[config.mk]
export PLATFORM = sky130hd
export DESIGN_NAME = best_fit_block_allocator_top
export DESIGN_NICKNAME = d
export VERILOG_FILES = /design/src/rtl/core/bfa_pkg.sv /design/src/rtl/core/best_fit_block_allocator_top.sv /design/src/rtl/core/bfa_cell.sv
export SDC_FILE = /design/constraint.sdc
export NUM_CORES = 1
export LEC_CHECK = 0
export ABC_CLOCK_PERIOD_IN_PS = 3770
export BUFFER_PORTS_ARGS = -buffer_cell sky130_fd_sc_hd__buf_4
export CORE_ASPECT_RATIO = 0.9
export CORE_UTILIZATION = 26
export CTS_BUF_LIST = sky130_fd_sc_hd__clkbuf_8
export DETAILED_ROUTE_END_ITERATION = 10
export GPL_TIMING_DRIVEN = 0
export PLACE_DENSITY = 0.43
export SYNTH_ARGS = -nofsm -noshare
export SYNTH_HDL_FRONTEND = slang
export SYNTH_SLANG_ARGS = --single-unit
[constraint.sdc]
create_clock -name i_clk -period 3.77 [get_ports i_clk]
set_input_delay 0.1885 -clock i_clk [delete_from_list [all_inputs] [get_ports i_clk]]
set_output_delay 0.1885 -clock i_clk [all_outputs]
set_load 0.02 [all_outputs]
[src/rtl/core/bfa_pkg.sv]
// ----------------------------------------------------------------------------
// Best-fit allocator package
// Shared constants and operation codes for the best-fit block allocator.
// ----------------------------------------------------------------------------
package bfa_pkg;

    // Default table shape.
    localparam int DEF_NUM_BLOCKS = 16;
    localparam int DEF_SIZE_BITS  = 16;

    // Fixed widths of the transaction fields.
    localparam int OP_W   = 1;
    localparam int BIDX_W = 4;
    localparam int REQ_W  = 16;
    localparam int FRAG_W = 16;
    localparam int CFG_W  = 5;

    // Reset value of the blocks-in-use register.
    localparam logic [CFG_W-1:0] BIU_RESET = CFG_W'(16);

    // Operation codes.
    localparam logic [OP_W-1:0] OP_LOAD  = 1'b0;
    localparam logic [OP_W-1:0] OP_ALLOC = 1'b1;

endpackage

[src/rtl/core/best_fit_block_allocator_top.sv]
// ----------------------------------------------------------------------------
// Best-fit block allocator
// Table of block sizes with used marks; grants the smallest free block that
// fits a request, scanning the table through a chain of cells.
// ----------------------------------------------------------------------------
// Usage:
//   A transaction is taken at a rising edge where i_start is high and o_busy
//   is low. i_op selects a load (write i_size into slot i_block_index and
//   mark it free) or an allocate (i_size is the requested size).
//   Every transaction gives one result, shown for exactly one cycle with
//   o_valid high: o_found, o_granted_block and o_fragment. Loads and misses
//   report all zero.
//   A load completes at once: its result appears in the cycle after it is
//   taken and o_busy stays low, so loads may follow back to back.
//   An allocate sends one scan token down the chain of NUM_BLOCKS cells, one
//   cell per cycle; its result appears once the token has passed the launch
//   register, every cell and the result register, and o_busy is high until then.
//   So no new transaction is taken while an allocate's scan is in flight.
//   The next transaction can be taken in the cycle that shows the result.
//   i_cfg_we writes i_cfg_wdata into the blocks-in-use register; only the
//   first that many slots take part. Write it while the block is idle.
//   Reset clears all used marks and the scan, and sets blocks-in-use to
//   sixteen; block sizes must be loaded before they are allocated.
//   The receiver cannot stall: each result is taken in the cycle it shows.
// ----------------------------------------------------------------------------
module best_fit_block_allocator_top
    import bfa_pkg::*;
#(
    parameter int NUM_BLOCKS = DEF_NUM_BLOCKS,
    parameter int SIZE_BITS  = DEF_SIZE_BITS
) (
    input  logic              i_clk,
    input  logic              i_rst_n,
    input  logic              i_start,
    output logic              o_busy,
    input  logic [OP_W-1:0]   i_op,
    input  logic [BIDX_W-1:0] i_block_index,
    input  logic [REQ_W-1:0]  i_size,
    input  logic              i_cfg_we,
    input  logic [CFG_W-1:0]  i_cfg_wdata,
    output logic              o_valid,
    output logic              o_found,
    output logic [BIDX_W-1:0] o_granted_block,
    output logic [FRAG_W-1:0] o_fragment
);

    localparam int IDX_W  = $clog2(NUM_BLOCKS);
    localparam int CW     = (SIZE_BITS > REQ_W) ? SIZE_BITS : REQ_W;
    localparam int SCAN_W = 2 + IDX_W + SIZE_BITS;

    typedef struct packed {
        logic                 tok;
        logic                 have;
        logic [IDX_W-1:0]     idx;
        logic [SIZE_BITS-1:0] size;
    } t_scan;

    logic [CFG_W-1:0]           r_biu;
    logic                       r_busy;
    logic                       r_launch;
    logic [CW-1:0]              r_req;
    logic                       r_valid;
    logic                       r_found;
    logic [BIDX_W-1:0]          r_gblk;
    logic [FRAG_W-1:0]          r_frag;

    logic                       w_acc;
    logic                       w_load;
    logic                       w_alloc;
    logic [REQ_W+SIZE_BITS-1:0] w_wr_wide;
    logic [SIZE_BITS-1:0]       w_wr_size;
    logic [REQ_W+CW-1:0]        w_req_wide;
    t_scan                      w_last;
    logic                       w_done;
    logic                       w_grant;
    logic [IDX_W+BIDX_W-1:0]    w_gblk_wide;
    logic [CW+SIZE_BITS-1:0]    w_best_wide;
    logic [CW-1:0]              w_diff;
    logic [NUM_BLOCKS-1:0]      w_tok_vec;
    logic [SCAN_W-1:0]          w_chain [NUM_BLOCKS+1];

    // Transaction decode.
    assign w_acc   = i_start && !r_busy;
    assign w_load  = w_acc && (i_op == OP_LOAD);
    assign w_alloc = w_acc && (i_op == OP_ALLOC);

    assign w_wr_wide  = {{SIZE_BITS{1'b0}}, i_size};
    assign w_wr_size  = w_wr_wide[SIZE_BITS-1:0];
    assign w_req_wide = {{CW{1'b0}}, i_size};

    // Head of the chain: an empty candidate carrying the launch token.
    assign w_chain[0] = SCAN_W'({r_launch, 1'b0, {IDX_W{1'b0}}, {SIZE_BITS{1'b0}}});

    // Chain of cells.
    for (genvar g = 0; g < NUM_BLOCKS; g++) begin : g_cell
        t_scan w_out;

        bfa_cell #(
            .NUM_BLOCKS (NUM_BLOCKS),
            .SIZE_BITS  (SIZE_BITS),
            .CELL_IDX   (g)
        ) u_cell (
            .i_clk      (i_clk),
            .i_rst_n    (i_rst_n),
            .i_wr_en    (w_load && (32'(i_block_index) == g)),
            .i_wr_size  (w_wr_size),
            .i_set_used (w_grant && (32'(w_last.idx) == g)),
            .i_in_use   (g < 32'(r_biu)),
            .i_req      (r_req),
            .i_scan     (w_chain[g]),
            .o_scan     (w_chain[g+1])
        );

        assign w_out        = t_scan'(w_chain[g+1]);
        assign w_tok_vec[g] = w_out.tok;
    end

    // Tail of the chain: final candidate and grant.
    assign w_last      = t_scan'(w_chain[NUM_BLOCKS]);
    assign w_done      = w_last.tok;
    assign w_grant     = w_done && w_last.have;
    assign w_gblk_wide = {{BIDX_W{1'b0}}, w_last.idx};
    assign w_best_wide = {{CW{1'b0}}, w_last.size};
    assign w_diff      = w_best_wide[CW-1:0] - r_req;

    // Configuration register.
    always_ff @(posedge i_clk) begin
        if (!i_rst_n) begin
            r_biu <= BIU_RESET;
        end else if (i_cfg_we) begin
            r_biu <= i_cfg_wdata;
        end
    end

    // Scan control: busy from an allocate until its token leaves the chain.
    always_ff @(posedge i_clk) begin
        if (!i_rst_n) begin
            r_busy   <= 1'b0;
            r_launch <= 1'b0;
            r_valid  <= 1'b0;
        end else begin
            r_launch <= w_alloc;
            r_valid  <= w_load || w_done;
            if (w_alloc) begin
                r_busy <= 1'b1;
            end else if (w_done) begin
                r_busy <= 1'b0;
            end
        end
    end

    // Request size held for the scan.
    always_ff @(posedge i_clk) begin
        if (w_alloc) begin
            r_req <= w_req_wide[CW-1:0];
        end
    end

    // Result register.
    always_ff @(posedge i_clk) begin
        if (w_grant) begin
            r_found <= 1'b1;
            r_gblk  <= w_gblk_wide[BIDX_W-1:0];
            r_frag  <= w_diff[FRAG_W-1:0];
        end else begin
            r_found <= 1'b0;
            r_gblk  <= '0;
            r_frag  <= '0;
        end
    end

    assign o_busy          = r_busy;
    assign o_valid         = r_valid;
    assign o_found         = r_found;
    assign o_granted_block = r_gblk;
    assign o_fragment      = r_frag;

    // While busy exactly one token is in flight, and none otherwise.
    a_one_token: assert property (@(posedge i_clk) disable iff (!i_rst_n)
        r_busy |-> $onehot({w_tok_vec, r_launch}))
        else $error("scan token count wrong while busy");

    a_no_token_idle: assert property (@(posedge i_clk) disable iff (!i_rst_n)
        !r_busy |-> ({w_tok_vec, r_launch} == '0))
        else $error("scan token present while idle");

    // An accepted allocate makes the block busy.
    a_alloc_busy: assert property (@(posedge i_clk) disable iff (!i_rst_n)
        w_alloc |=> r_busy)
        else $error("allocate did not start a scan");

    // A grant only ever follows the end of a scan.
    a_found_after_scan: assert property (@(posedge i_clk) disable iff (!i_rst_n)
        (r_valid && r_found) |-> $past(w_done))
        else $error("grant reported without a completed scan");

endmodule

[src/rtl/core/bfa_cell.sv]
// ----------------------------------------------------------------------------
// Best-fit allocator cell
// Holds one block size and its used mark, and refines the best-fit candidate
// that passes through the chain one cell per cycle.
// ----------------------------------------------------------------------------
module bfa_cell
    import bfa_pkg::*;
#(
    parameter int NUM_BLOCKS = DEF_NUM_BLOCKS,
    parameter int SIZE_BITS  = DEF_SIZE_BITS,
    parameter int CELL_IDX   = 0,
    localparam int IDX_W     = $clog2(NUM_BLOCKS),
    localparam int CW        = (SIZE_BITS > REQ_W) ? SIZE_BITS : REQ_W,
    localparam int SCAN_W    = 2 + IDX_W + SIZE_BITS
) (
    input  logic                 i_clk,
    input  logic                 i_rst_n,
    input  logic                 i_wr_en,
    input  logic [SIZE_BITS-1:0] i_wr_size,
    input  logic                 i_set_used,
    input  logic                 i_in_use,
    input  logic [CW-1:0]        i_req,
    input  logic [SCAN_W-1:0]    i_scan,
    output logic [SCAN_W-1:0]    o_scan
);

    typedef struct packed {
        logic                 tok;
        logic                 have;
        logic [IDX_W-1:0]     idx;
        logic [SIZE_BITS-1:0] size;
    } t_scan;

    logic [SIZE_BITS-1:0]    r_size;
    logic                    r_used;
    t_scan                   w_in;
    t_scan                   n_scan;
    t_scan                   r_scan;
    logic [CW+SIZE_BITS-1:0] w_size_wide;
    logic [CW-1:0]           w_size_ext;
    logic                    w_take;

    assign w_in        = t_scan'(i_scan);
    assign w_size_wide = {{CW{1'b0}}, r_size};
    assign w_size_ext  = w_size_wide[CW-1:0];

    // This block wins if it takes part, is free, large enough and strictly smaller than
    // the candidate so far; a tie keeps the earlier, lower index.
    assign w_take = i_in_use && !r_used && (w_size_ext >= i_req)
                    && (!w_in.have || (r_size < w_in.size));

    always_comb begin
        n_scan = w_in;
        if (w_take) begin
            n_scan.have = 1'b1;
            n_scan.idx  = IDX_W'(CELL_IDX);
            n_scan.size = r_size;
        end
    end

    // Block size and used mark.
    always_ff @(posedge i_clk) begin
        if (!i_rst_n) begin
            r_used <= 1'b0;
        end else if (i_wr_en) begin
            r_used <= 1'b0;
        end else if (i_set_used) begin
            r_used <= 1'b1;
        end
    end

    always_ff @(posedge i_clk) begin
        if (i_wr_en) begin
            r_size <= i_wr_size;
        end
    end

    // Travelling scan: token and candidate handed on every cycle.
    always_ff @(posedge i_clk) begin
        if (!i_rst_n) begin
            r_scan <= '0;
        end else begin
            r_scan <= n_scan;
        end
    end

    assign o_scan = r_scan;

endmodule
==> results, run 1 <==
- The run finished with clean final reports.
- The multi-input combinational cell area is 16400 um2.
- Summing the sequential cell areas from Yosys gives 46.9% of the chip area.
- The kind of end point of the critical path is a register.
- For this run, the number of standard cells in the final layout without fillers is 5290.
- TritonCTS created 111 clock buffers.
- No sink is reached through more buffers than the 3 on the longest clock path.
- The highest attainable clock frequency is 288 MHz.
- The first routing iteration left 1560 violations.
- The total wire length is 112000 um.
- The count of final setup violators is 0.
- After detailed routing, the number of vias per cell comes to 4.57.
- From synthesis to final layout, the design area changed by 17.8%.
- Traced cell by cell, the critical path runs through inv_2 -> buf_12 -> ha_1 -> a211oi_1 -> o21ai_0 -> a221oi_1 -> a2111oi_2 -> o211ai_1 -> clkbuf_1 -> a21boi_0.
- In the synthesized netlist, the cells that appear most often are sky130_fd_sc_hd__nand2_1 (512), sky130_fd_sc_hd__ha_1 (496), sky130_fd_sc_hd__dfxtp_1 (382).
- The cell family contributing the most delay on the critical path is compound AO/OA/AOI/OAI gates.
- In the finished design, the share of the clock period the worst path needs comes to 92.2%.
- The number of flops mapped to enable cells by yosys is 272.
- In this run, synthesis produced a sequential element count of 654.
- In this run the power density over the cells is 410 nW/um2.
- The synthesized area divided by synthesized cell count is 10.4 um2.
- On the final layout, the worst hold slack is 0.183 ns.
- The critical path launch point type is a register.
- Once detail routing completed, the nets flagged for antenna violations numbered 0.
- The worst setup path is of the register to register kind.
- Setup repair after global routing left no endpoint under its margin.
- The H-tree generated during clock tree synthesis spans 3 levels.
- The detailed-router iteration count before antenna repair is 5.
- The transition time at the pin with the least slew margin is 1.31 ns.
- The final layout net count is 4005.
- Synthesis instantiated 64 different standard cells from the library.
- On the final layout, the worst clock skew is 0.0559 ns.
- The post-synthesis cell type with the largest combined area is sky130_fd_sc_hd__edfxtp_1.
- In the post-synthesis netlist, the cell with the most instances is sky130_fd_sc_hd__nand2_1.
- The peak fanout along the critical path is 10.
- The Yosys step of the flow raised 0 warnings.
- The detailed-route wire length per cell is 21.2 um.
- The final count of hold timing violations came to 0.
- STA puts the critical path data required time at 4.40 ns.
- Entering global routing, the biggest net connects 19 pins.
- After legalization and detailed placement, the total HPWL measured 80400 um.
- The sum of internal, switching and leakage power is 16.3 mW.
- The clock tree from TritonCTS is yes.
- The global routing usage summed across all routing layers is 17.0%.
- Measured on the finished design, the core utilization comes to 31.1%.
- The sum of buffers and inverters on the critical path is 3.
- The number of max-slew violations in the final report is 0.
- The number of antenna violations at the first check in global routing came to 16.
- The slowest stage of the critical path belongs to the cell sky130_fd_sc_hd__clkbuf_1.
- The floorplan step set the die width to 382 um.
- The tool flagged a number of max-cap violations equal to 0.
- The number of nets produced by synthesis is 3764.
- The region available for standard cell placement spans 128000 um2.
- The arrival time of the worst setup path is 4.10 ns.
- The total standard cell area after synthesis is 33700 um2.
- Once layout is done, the placed cells without fillers occupy 39700 um2.
- The smallest clock period supported by the final layout is computed as 3.48 ns.
- The path class of the lowest-slack min-delay path is input port to register.
- The routability congestion estimate is 0.792.
- The vertical extent of the die is 344 um.
- The first-pass GRT wire length is 163000 um.
- The clock transition at the register clock pins on the worst setup and hold paths after CTS is 0.06 ns.
- After filler insertion, the fill cell instance count of the layout stands at 13400.
- Clock tree synthesis found a total of 654 sinks.
- The root buffer cell is sky130_fd_sc_hd__clkbuf_8.
- The later pin in the worst-skew pair is clocked with a latency of 0.82 ns.
- The layout cell share with drive strength beyond 1 is 9.65%.
- The floorplan step defined a die boundary enclosing 131000 um2.
- On the worst path, the slowest cell contributes a delay of 0.55 ns.
- Of the post-synthesis cell area, the dominant cell type holds 24.2%.
- Across the whole layout, storage elements account for 15800 um2.
- The static power due to leakage is 15.9 nW.
- The number of standard-cell rows in the floorplan is 124.
- The number of top-level pins is 53.
- In the routed design, unresolved DRC markers number 0.
- The instance area after placement is 36700 um2.
- After synthesis, the cell types taking the most area are sky130_fd_sc_hd__edfxtp_1 (24%), sky130_fd_sc_hd__dfxtp_1 (23%), sky130_fd_sc_hd__ha_1 (18%).
- The number of global-route vias before repair is 24000.
- Headroom to the max-slew limit came out at 12.5%.
- The number of placed cells counting well taps is 5011.
- The initial core utilization is 26.4%.
- Global routing finished with a remaining overflow of 0.
- The share of synthesized registers carrying an async set or reset is 0%.
- The via count is 24200.
- The dominant register cell in the synthesized netlist is sky130_fd_sc_hd__dfxtp_1.
- The maximum resistive drop on vdd is 0.219 mV.
- Synthesis produced 3237 cells.
- In this run the tool buffered the top-level ports with 50 buffer cells.
-- sequential cells by signal, indices dropped and copies added, names as in the netlist --
register / cells
o_busy: 1
r_req: 16
r_launch: 1
r_biu: 5
g_cell.u_cell.r_size: 256
o_valid: 1
o_found: 1
o_granted_block: 4
g_cell.u_cell.r_used: 16
o_fragment: 16
g_cell.u_cell.o_scan: 337
-- logic make-up after synthesis --
| group | synth area share (%) |
|---|---|
| buffers and inverters | 4.54 |
| DFF | 46.9 |
| and+or+nand+nor | 12.6 |
| adders and majority gates | 18.5 |
| AOI/OAI and AO/OA | 10.9 |
| muxes | 6.35 |
| xor gates and xnor gates | 0.260 |
-- power by group --
| group | switching (mW) | internal (mW) | total (mW) | leakage, nW |
|---|---|---|---|---|
| clock network | 3.19 | 3.79 | 6.98 | 1.37 |
| registers | 0.142 | 7.58 | 7.72 | 5.57 |
| logic | 1.01 | 0.579 | 1.59 | 8.92 |
-- per-stage QoR --
stage | TNS (ns) | setup slack [ns]
2_1_floorplan | 0 | 0.915
3_3_place_gp | -104.52 | -0.932
3_5_place_dp | -10.87 | -0.446
4_1_cts | 0 | 0.0235
5_1_grt | 0 | 0.0351
6_report | 0 | 0.294
-- cell type report --
class,instances,area share (%)
timing repair buffer,128,3.31
clock inverter,76,1.45
tap,1701,5.36
sequential,654,39.8
antenna,14,0.0882
buffer,104,1.22
multi-input combinational,2200,41.4
clock buffer,134,4.65
inverter,279,2.72
-- worst reg2reg max path, cell delays in order (launching register included) --
cell and delay [ns]:
sky130_fd_sc_hd__edfxtp_1 0.37, sky130_fd_sc_hd__inv_2 0.36, sky130_fd_sc_hd__buf_12 0.24, sky130_fd_sc_hd__ha_1 0.27, sky130_fd_sc_hd__a211oi_1 0.22, sky130_fd_sc_hd__o21ai_0 0.17
sky130_fd_sc_hd__a221oi_1 0.47, sky130_fd_sc_hd__a2111oi_2 0.18, sky130_fd_sc_hd__o211ai_1 0.30, sky130_fd_sc_hd__clkbuf_1 0.55, sky130_fd_sc_hd__a21boi_0 0.19
-- routing by layer --
metal  part of all wire (%)  track usage (%)  vias to the layer above
met5                 0.0089                0                        -
met4                    2.0             3.95                        2
met3                    4.4             3.07                      147
met2                     41             24.8                      494
met1                     53             25.6                    11500
li1                       -                -                    12000
-- path summary, 6_finish.rpt --
path | startpoint | endpoint | slack, ns | depth (start not counted)
hold / removal | i_rst_n | g_cell[0].u_cell.o_scan[2] | 0.18 | 4
hold reg to reg | g_cell[13].u_cell.o_scan[16] | g_cell[14].u_cell.o_scan[16] | 0.39 | 2
setup reg to reg | r_req[2] | g_cell[15].u_cell.o_scan[17] | 0.29 | 10
setup / recovery | r_req[2] | g_cell[15].u_cell.o_scan[17] | 0.29 | 10
-- repair_timing --
| item | CTS | global route |
|---|---|---|
| hold buffers | 33 | 0 |
| endpoints found under the setup margin | 65 | 35 |
| setup buffers | 18 | 4 |
| gates resized for setup | 8 | 9 |
| pin swaps | 1 | 0 |
| hold endpoints to repair | 340 | 0 |
-- cells in the final DEF, fill, tap and decap left out, drive strengths merged, types with 23 or more instances in the layout --
master         n
nand2        512
ha           496
dfxtp        382
inv          306
edfxtp       272
mux2i        214
clkbuf       209
o21ai        131
buf          124
a21oi        118
nor2         100
a21o          99
nand4         47
nand3         46
o21a          46
nand2b        44
and2          43
nor2b         39
dlygate4sd3   33
a211oi        32
clkinv        32
nor3          28
a2111oi       23
(Power assumes the default switching activity.)
==> inputs of run 2 (changes only) <==
CTS_BUF_LIST = sky130_fd_sc_hd__clkbuf_16   (was sky130_fd_sc_hd__clkbuf_8)
==> run 2 against run 1 <==
Effect of this change:
- fmax fell by 1.2%
- critical path type unchanged
- worst setup slack got worse by 0.042 ns
- power is 2.8% higher
- hold slack worse by 0.13 ns
- final cell count shrank 1.9%
- die area unchanged
- sequential power is essentially flat
- via count is 2.1% lower
==> results, run 2 (synthesis gave the netlist of run 1 again) <==
- The data required time at the worst endpoint came to 4.26 ns (-0.14 ns).
- The detailed-route wire length per cell was 21.3 um (+0.76%).
- Leaving out fill and tap cells, the most frequent cell in the layout is sky130_fd_sc_hd__nand2_1.
- STA classifies the critical path endpoint as a register.
- The initial core utilization was 26.4% (unchanged).
- The utilization after layout is 30.9% (-0.11 points).
- The count of H-tree levels built during CTS is 3 (unchanged).
- The number of standard-cell rows in the floorplan was 124 (unchanged).
- The category of the critical setup timing path is register to register.
- The peak per-stage delay on the critical path is 0.47 ns (-0.08 ns).
- The setup slack after placement came to -0.446 ns (unchanged).
- The clock network latency to the later pin of the worst-skew pair was 0.65 ns (-0.17 ns).
- The arrival time of the worst setup path came to 4.01 ns (-0.09 ns).
- The number of antenna violations at the first check in global routing is 14 (-2).
- The number of placed cells counting well taps is 5011 (unchanged).
- The area inside the core boundary came to 128000 um2 (unchanged).
- The depth of the most critical reg-to-reg path was 12 (+2).
- The global routing usage summed across all routing layers is 16.8% (-0.19 points).
- Broken down by cell family, the worst path's largest delay share belongs to buffers and inverters.
- The maximum buffer depth of the clock tree is 3 (unchanged).
- The count of cells along the worst hold path was 1 (-3).
- The number of global-route vias before repair was 23600 (-1.8%).
- The number of non-filler instances in the completed layout is 5189 (-1.9%).
- The number of top-level pins came to 53 (unchanged).
- The number of max-slew violations in the final report is 0 (unchanged).
- The flow ran to the end, and the final reports show no timing, DRC or antenna violations.
- The via count was 23600 (-2.1%).
- The number of nets with antenna violations after routing was 0 (unchanged).
- The flip-flop count of the largest register, all copies and words added is 337 (unchanged).
- The power density relative to cell area was 423 nW/um2 (+3.2%).
- The highest attainable clock frequency came to 284 MHz (-1.2%).
- The layout cell share with drive strength beyond 1 is 7.92% (-1.7 points).
- The transition time at the pin with the least slew margin is 1.31 ns (+0.00170 ns).
- The detailed-router iteration count before antenna repair is 5 (unchanged).
- In this run the worst hold path is classified as input port to register.
- The total global routing overflow was 0 (unchanged).
- In this run the critical register-to-register path is captured at g_cell[15].u_cell.o_scan[12].
- The relative max-transition margin is 12.4% (-0.11 points).
- The final count of hold timing violations is 0 (unchanged).
- The number of clock buffers inserted by TritonCTS is 75 (-32%).
- Relative to the synthesized area, the layout overhead comes to 17.3%.
- The max-capacitance violation count is 0 (unchanged).
- The clock transition at the register clock pins on the worst setup and hold paths after CTS is 0.07 ns (about the same).
- The total wire length came to 111000 um (-1.2%).
- The post-route DRC violation count was 0 (unchanged).
- The first-pass GRT wire length came to 161000 um (-1.1%).
- The count of buffers from port buffering is 50 (unchanged).
- The minimum clock period after layout is 3.52 ns (+0.0423 ns).
- In this run the critical register-to-register path is launched from r_req[11].
- The setup slack of the worst register-to-register path came to 0.25 ns (-0.04 ns).
- The die footprint was 131000 um2 (unchanged).
- Setup repair after global routing left no endpoint under its margin.
- The routability congestion estimate is 0.792 (unchanged).
- The path with the worst hold slack has its endpoint at g_cell[6].u_cell.r_size[6].
- The width of the die is 382 um (unchanged).
- The setup clock skew after layout is 0.0251 ns (-0.0308 ns).
- The largest net degree at the start of global routing is 19 (unchanged).
- The sum of internal, switching and leakage power is 16.8 mW (+2.8%).
- The critical path launch point type is a register.
- The sum of buffers and inverters on the critical path is 4 (+1).
- The post-route fraction of the period consumed by the critical path is 93.3% (+1.1 points).
- The tree is rooted in a sky130_fd_sc_hd__clkbuf_16.
- The iteration-0 DRC count of the detailed router is 1480 (-5.1%).
- The via density per instance is 4.56 (-0.24%).
- The library cells used most frequently in the layout, excluding fill and tap cells, are sky130_fd_sc_hd__nand2_1 (512), sky130_fd_sc_hd__ha_1 (496), sky130_fd_sc_hd__dfxtp_1 (382), sky130_fd_sc_hd__inv_1 (277), sky130_fd_sc_hd__edfxtp_1 (272).
- The startpoint identified for the worst hold timing path is i_size[6].
- The maximum resistive drop on vdd is 0.344 mV (+57%).
- The final layout net count is 3947 (-1.4%).
- The HPWL after detailed placement is 80400 um (unchanged).
- The number of clock sinks seen by CTS is 654 (unchanged).
- The setup slack of the critical path after layout was 0.252 ns (-0.0423 ns).
- The vertical extent of the die was 344 um (unchanged).
- The cell type of the slowest stage on the worst timing path is sky130_fd_sc_hd__a2111oi_2.
- The count of final setup violators is 0 (unchanged).
- The peak fanout along the critical path is 10 (unchanged).
- The static power due to leakage is 15.7 nW (-1.2%).
- Traced cell by cell, the critical path runs through clkinvlp_4 -> buf_16 -> ha_1 -> nand4_1 -> nor4_1 -> a221oi_1 -> a2111oi_2 -> o211ai_1 -> buf_4 -> clkbuf_1 -> nand3_1 -> o21ai_0.
- TritonCTS built the clock tree.
run 2: cell count changes in the layout (fill, tap and decap cells not counted), sizes merged:
cell         previous run  this run
dlygate4sd3            33        17
bufinv                  8         7
diode                  14         5
clkbuf                209       155
buf                   124       118
clkinv                 32        28
clkinvlp                9        10
inv                   306       294
run 2: routing by layer:
metal  GRT usage [%]  vias up  routed length, um  part of all wire [%]
li1                -    11800                  -                     -
met1            25.4    11200              58000                    52
met2            24.7      455              45300                    41
met3            2.85      130               5250                   4.7
met4            3.55        4               2110                   1.9
met5               0        -                 23                 0.021
run 2: final cells by class:
cell class	instances	area, um2
multi-input cells	2200	16400
fillers	13300	88300
diodes	5	12.5
plain buffers	104	483
well taps	1701	2130
flip-flops and latches	654	15800
clock buffers	80	2000
repair buffers	106	1110
clock inverters	60	500
inverters	279	1080
run 2: per-stage QoR:
step                      hold slack, ns  area [um2]  setup TNS, ns
after CTS                        0.00574       39500         -0.566
after global routing             0.00712       39500              0
after detailed placement           0.414       36700         -10.87
after global placement             0.413       36200        -104.52
after floorplan                    0.287       33700              0
final                             0.0493       39600              0
run 2: worst reg2reg max path: stages (launching register included):
cell and delay [ns]:
sky130_fd_sc_hd__edfxtp_1 0.37, sky130_fd_sc_hd__clkinvlp_4 0.40, sky130_fd_sc_hd__buf_16 0.33, sky130_fd_sc_hd__ha_1 0.33, sky130_fd_sc_hd__nand4_1 0.13, sky130_fd_sc_hd__nor4_1 0.28
sky130_fd_sc_hd__a221oi_1 0.16, sky130_fd_sc_hd__a2111oi_2 0.47, sky130_fd_sc_hd__o211ai_1 0.18, sky130_fd_sc_hd__buf_4 0.19, sky130_fd_sc_hd__clkbuf_1 0.24, sky130_fd_sc_hd__nand3_1 0.15
sky130_fd_sc_hd__o21ai_0 0.14
run 2: worst max-delay path by stage:
stage | slack (ns) | end | start | cells after the start
floorplan | 0.91 | g_cell[0].u_cell.r_size[0] | o_busy | 3
global placement | -0.93 | g_cell[4].u_cell.o_scan[6] | r_req[1] | 10
detailed placement | -0.45 | g_cell[15].u_cell.o_scan[17] | r_req[13] | 9
CTS | -0.07 | g_cell[15].u_cell.o_scan[14] | r_req[11] | 11
global route | 0.005 | g_cell[15].u_cell.o_scan[14] | r_req[11] | 12
finish | 0.25 | g_cell[15].u_cell.o_scan[12] | r_req[11] | 12
run 2: timing repair:
| action | in CTS | in global routing |
|---|---|---|
| buffers inserted | 14 | 2 |
| gates resized for setup | 8 | 7 |
| pin swaps | 0 | 2 |
| hold buffers | 17 | 0 |
| setup endpoints to repair | 68 | 39 |
| endpoints found under the hold margin | 114 | 0 |
run 2: where the power goes:
| group | internal [mW] | switching, mW |
|---|---|---|
| clock network | 4.34 | 3.13 |
| registers | 7.58 | 0.141 |
| logic | 0.564 | 1.00 |
| total | 12.5 | 4.27 |
==> inputs of run 3 (changes only) <==
BUFFER_PORTS_ARGS = -buffer_cell sky130_fd_sc_hd__buf_2   (was -buffer_cell sky130_fd_sc_hd__buf_4)
CAP_MARGIN = 5   (was unset)
RECOVER_POWER = 50   (was unset)
==> run 3 against run 2 <==
Effect of this change:
- the flow now finishes with violations (max-capacitance violations, max-slew violations)
- fmax is 1.8% lower
- critical path depth shrank 1
- sequential power barely moved
==> results, run 3 (synthesis gave the netlist of run 1 again) <==
- In the layout the commonest cells are sky130_fd_sc_hd__nand2_1 (512), sky130_fd_sc_hd__ha_1 (496), sky130_fd_sc_hd__dfxtp_1 (382), sky130_fd_sc_hd__inv_1 (276), sky130_fd_sc_hd__edfxtp_1 (272).
- The total global routing overflow is 0 (unchanged).
- The sequential fraction of design power is 46.7% (+0.6 points).
- The depth of the most critical reg-to-reg path was 11 (-1).
- The count of H-tree levels built during CTS was 3 (unchanged).
- The worst register-to-register path ends at g_cell[4].u_cell.o_scan[13].
- The detailed-router iteration count before antenna repair came to 5 (unchanged).
- The relative max-transition margin is -48.7% (-61 points).
- The initial core utilization is 26.4% (unchanged).
- The multi-input combinational cell area is 16400 um2 (-0.18%).
- The setup slack of the worst register-to-register path is 0.19 ns (-0.06 ns).
- The path class of the lowest-slack min-delay path is input port to register.
- The area inside the core boundary was 128000 um2 (unchanged).
- The number of standard-cell rows in the floorplan is 124 (unchanged).
- The layout cell share with drive strength beyond 1 is 5.83% (-2.1 points).
- The max-capacitance violation count is 15 (+15).
- The clock transition at the register clock pins on the worst setup and hold paths after CTS is 0.07 ns (about the same).
- By instance count, the cell type seen most on the critical path is sky130_fd_sc_hd__buf_4.
- The peak per-stage delay on the critical path is 0.60 ns (+0.13 ns).
- The minimum hold slack is 0.114 ns (+0.0645 ns).
- The number of top-level pins is 53 (unchanged).
- The post-route DRC violation count was 0 (unchanged).
- The run finished, with violations left.
- The count of buffers from port buffering is 50 (unchanged).
- The largest net degree at the start of global routing is 19 (unchanged).
- The global routing usage summed across all routing layers is 16.7% (-0.16 points).
- The category of the critical setup timing path is register to register.
- The HPWL after detailed placement is 80300 um (-0.21%).
- Setup repair after global routing left no endpoint under its margin.
- The number of clock sinks seen by CTS is 654 (unchanged).
- The maximum buffer depth of the clock tree was 3 (unchanged).
- The reg-to-reg startpoint is r_req[0].
- The count of final setup violators was 0 (unchanged).
- The via count is 23700 (+0.11%).
- The clock power share is 44.0% (-0.6 points).
- The setup slack of the critical path after layout was 0.189 ns (-0.0628 ns).
- The setup slack after placement was -0.307 ns (+0.140 ns).
- The final-layout setup total negative slack is 0 ns (unchanged).
- The iteration-0 DRC count of the detailed router is 1559 (+5.3%).
- The routability congestion estimate was 0.785 (-0.83%).
- The arrival time of the worst setup path was 4.13 ns (+0.12 ns).
- The clock network latency to the later pin of the worst-skew pair is 0.63 ns (-0.02 ns).
- The number of fill cells in the layout is 13300 (+0.015%).
- The number of antenna violations at the first check in global routing is 15 (+1).
- The die footprint was 131000 um2 (unchanged).
- The maximum resistive drop on vdd is 0.325 mV (-5.5%).
- The instance area after placement was 36600 um2 (-0.36%).
- The critical path goes through buf_16 -> ha_1 -> nand2b_1 -> a2111oi_0 -> a2111oi_1 -> o31ai_1 -> a221oi_1 -> and3_1 -> buf_4 -> buf_4 -> mux2i_1.
- The flip-flop count of the largest register, all copies and words added is 337 (unchanged).
- The peak fanout along the critical path is 10 (unchanged).
- The vertical extent of the die is 344 um (unchanged).
- The highest attainable clock frequency is 279 MHz (-1.8%).
- The data required time at the worst endpoint is 4.31 ns (+0.05 ns).
- The total wire length is 110000 um (-0.77%).
- The power density relative to cell area is 423 nW/um2 (about the same).
- The library cell used most frequently in the layout, excluding fill and tap cells, is sky130_fd_sc_hd__nand2_1.
- The area added between synthesis and finish is 15.8%.
- The checks that failed: max-capacitance violations, max-slew violations.
- The utilization after layout was 30.5% (-0.40 points).
- The power dissipated by switching net loads is 4.15 mW (-2.9%).
- The first-pass GRT wire length is 160000 um (-0.60%).
- The kind of end point of the critical path is a register.
- The static power due to leakage was 15.4 nW (-2.0%).
- The final count of hold timing violations is 0 (unchanged).
- The number of global-route vias before repair is 23300 (-1.2%).
- The relative contribution of combinational cells to total power is 9.2% (-0.2 points).
- The minimum clock period after layout was 3.58 ns (+0.0628 ns).
- The post-route fraction of the period consumed by the critical path is 95.0% (+1.7 points).
- The critical path ends at g_cell[4].u_cell.o_scan[13].
- The register area came to 15800 um2 (unchanged).
- The first element of the critical path is r_req[0].
- The number of clock buffers inserted by TritonCTS is 74 (-1.3%).
- The switching power as a share of total power was 25.1% (-0.41 points).
- The cell type of the slowest stage on the worst timing path is sky130_fd_sc_hd__a2111oi_1.
- The worst setup path is launched from a register.
- The cell-internal power is 12.4 mW (-0.80%).
- The detailed-route wire length per cell is 21.2 um (-0.46%).
- The width of the die is 382 um (unchanged).
- The setup clock skew after layout is 0.0222 ns (-0.00290 ns).
- The post-route cell area is 39000 um2 (-1.3%).
- The number of max-slew violations in the final report is 275 (+275).
- The via density per instance is 4.58 (+0.42%).
- The tree is rooted in a sky130_fd_sc_hd__clkbuf_16.
- The number of nets with antenna violations after routing is 0 (unchanged).
- The transition time at the pin with the least slew margin was 2.23 ns (+0.917 ns).
- The final layout net count is 3930 (-0.43%).
- TritonCTS built the clock tree.
==> run 3: final cells by class <==
cell class	count	share of cell area, %
clock buffer	79	5.06
clock inverter	57	1.12
sequential	654	40.5
tap	1701	5.45
timing repair buffer	90	1.79
multi-input combinational	2200	42.0
inverter	279	2.77
antenna	9	0.0577
buffer	104	1.24
==> run 3: what timing repair did <==
action	CTS	global route
pin swaps	0	1
setup buffers	7	2
resized for setup	10	5
setup endpoints to repair	54	30
hold endpoints to repair	7	0
hold buffers	8	0
==> run 3: routing by layer <==
layer | vias up | part of all wire, % | global-route usage, %
li1 | 11800 | - | -
met1 | 11300 | 52 | 25.4
met2 | 434 | 41 | 24.9
met3 | 107 | 4.5 | 2.36
met4 | 6 | 1.6 | 2.99
met5 | - | 0.031 | 0
==> run 3: power by group through the flow <==
| stage | Combinational, mW | Sequential [mW] | Clock (mW) |
|---|---|---|---|
| final | 1.53 | 7.72 | 7.28 |
| after global routing | 1.70 | 7.74 | 7.77 |
| after CTS | 1.56 | 7.72 | 7.49 |
| after detailed placement | 1.53 | 7.87 | 0 |
| after global placement | 1.48 | 7.88 | 0 |
| after floorplan | 0.933 | 7.81 | 0 |
==> run 3: through the flow <==
stage,cells,power (mW)
6_report,5173,16.5
5_1_grt,5164,17.2
4_1_cts,5162,16.8
2_1_floorplan,3237,8.74
3_3_place_gp,4988,9.36
3_5_place_dp,5011,9.40
==> run 3: critical path: cells and delay by family (launching register included) <==
kind                       cells  cell delay (ns)
AOI/OAI and AO/OA              4             1.36
adders and majority gates      1             0.28
muxes                          1             0.27
and+or+nand+nor                2             0.32
buffers and inverters          3             0.69
DFF                            1             0.56
==> run 3: worst min-delay path by stage <==
stage / to / slack (ns) / cells past startpoint / from
2_1_floorplan: g_cell[0].u_cell.r_size[0] / 0.29 / 0 / i_size[0]
5_1_grt: g_cell[0].u_cell.r_size[15] / 0.10 / 2 / i_block_index[3]
3_3_place_gp: g_cell[5].u_cell.o_scan[21] / 0.41 / 1 / g_cell[4].u_cell.o_scan[21]
6_report: g_cell[0].u_cell.r_size[12] / 0.11 / 2 / i_block_index[3]
4_1_cts: g_cell[3].u_cell.r_used / 0.05 / 3 / i_block_index[3]
3_5_place_dp: g_cell[2].u_cell.o_scan[16] / 0.41 / 2 / g_cell[1].u_cell.o_scan[16]
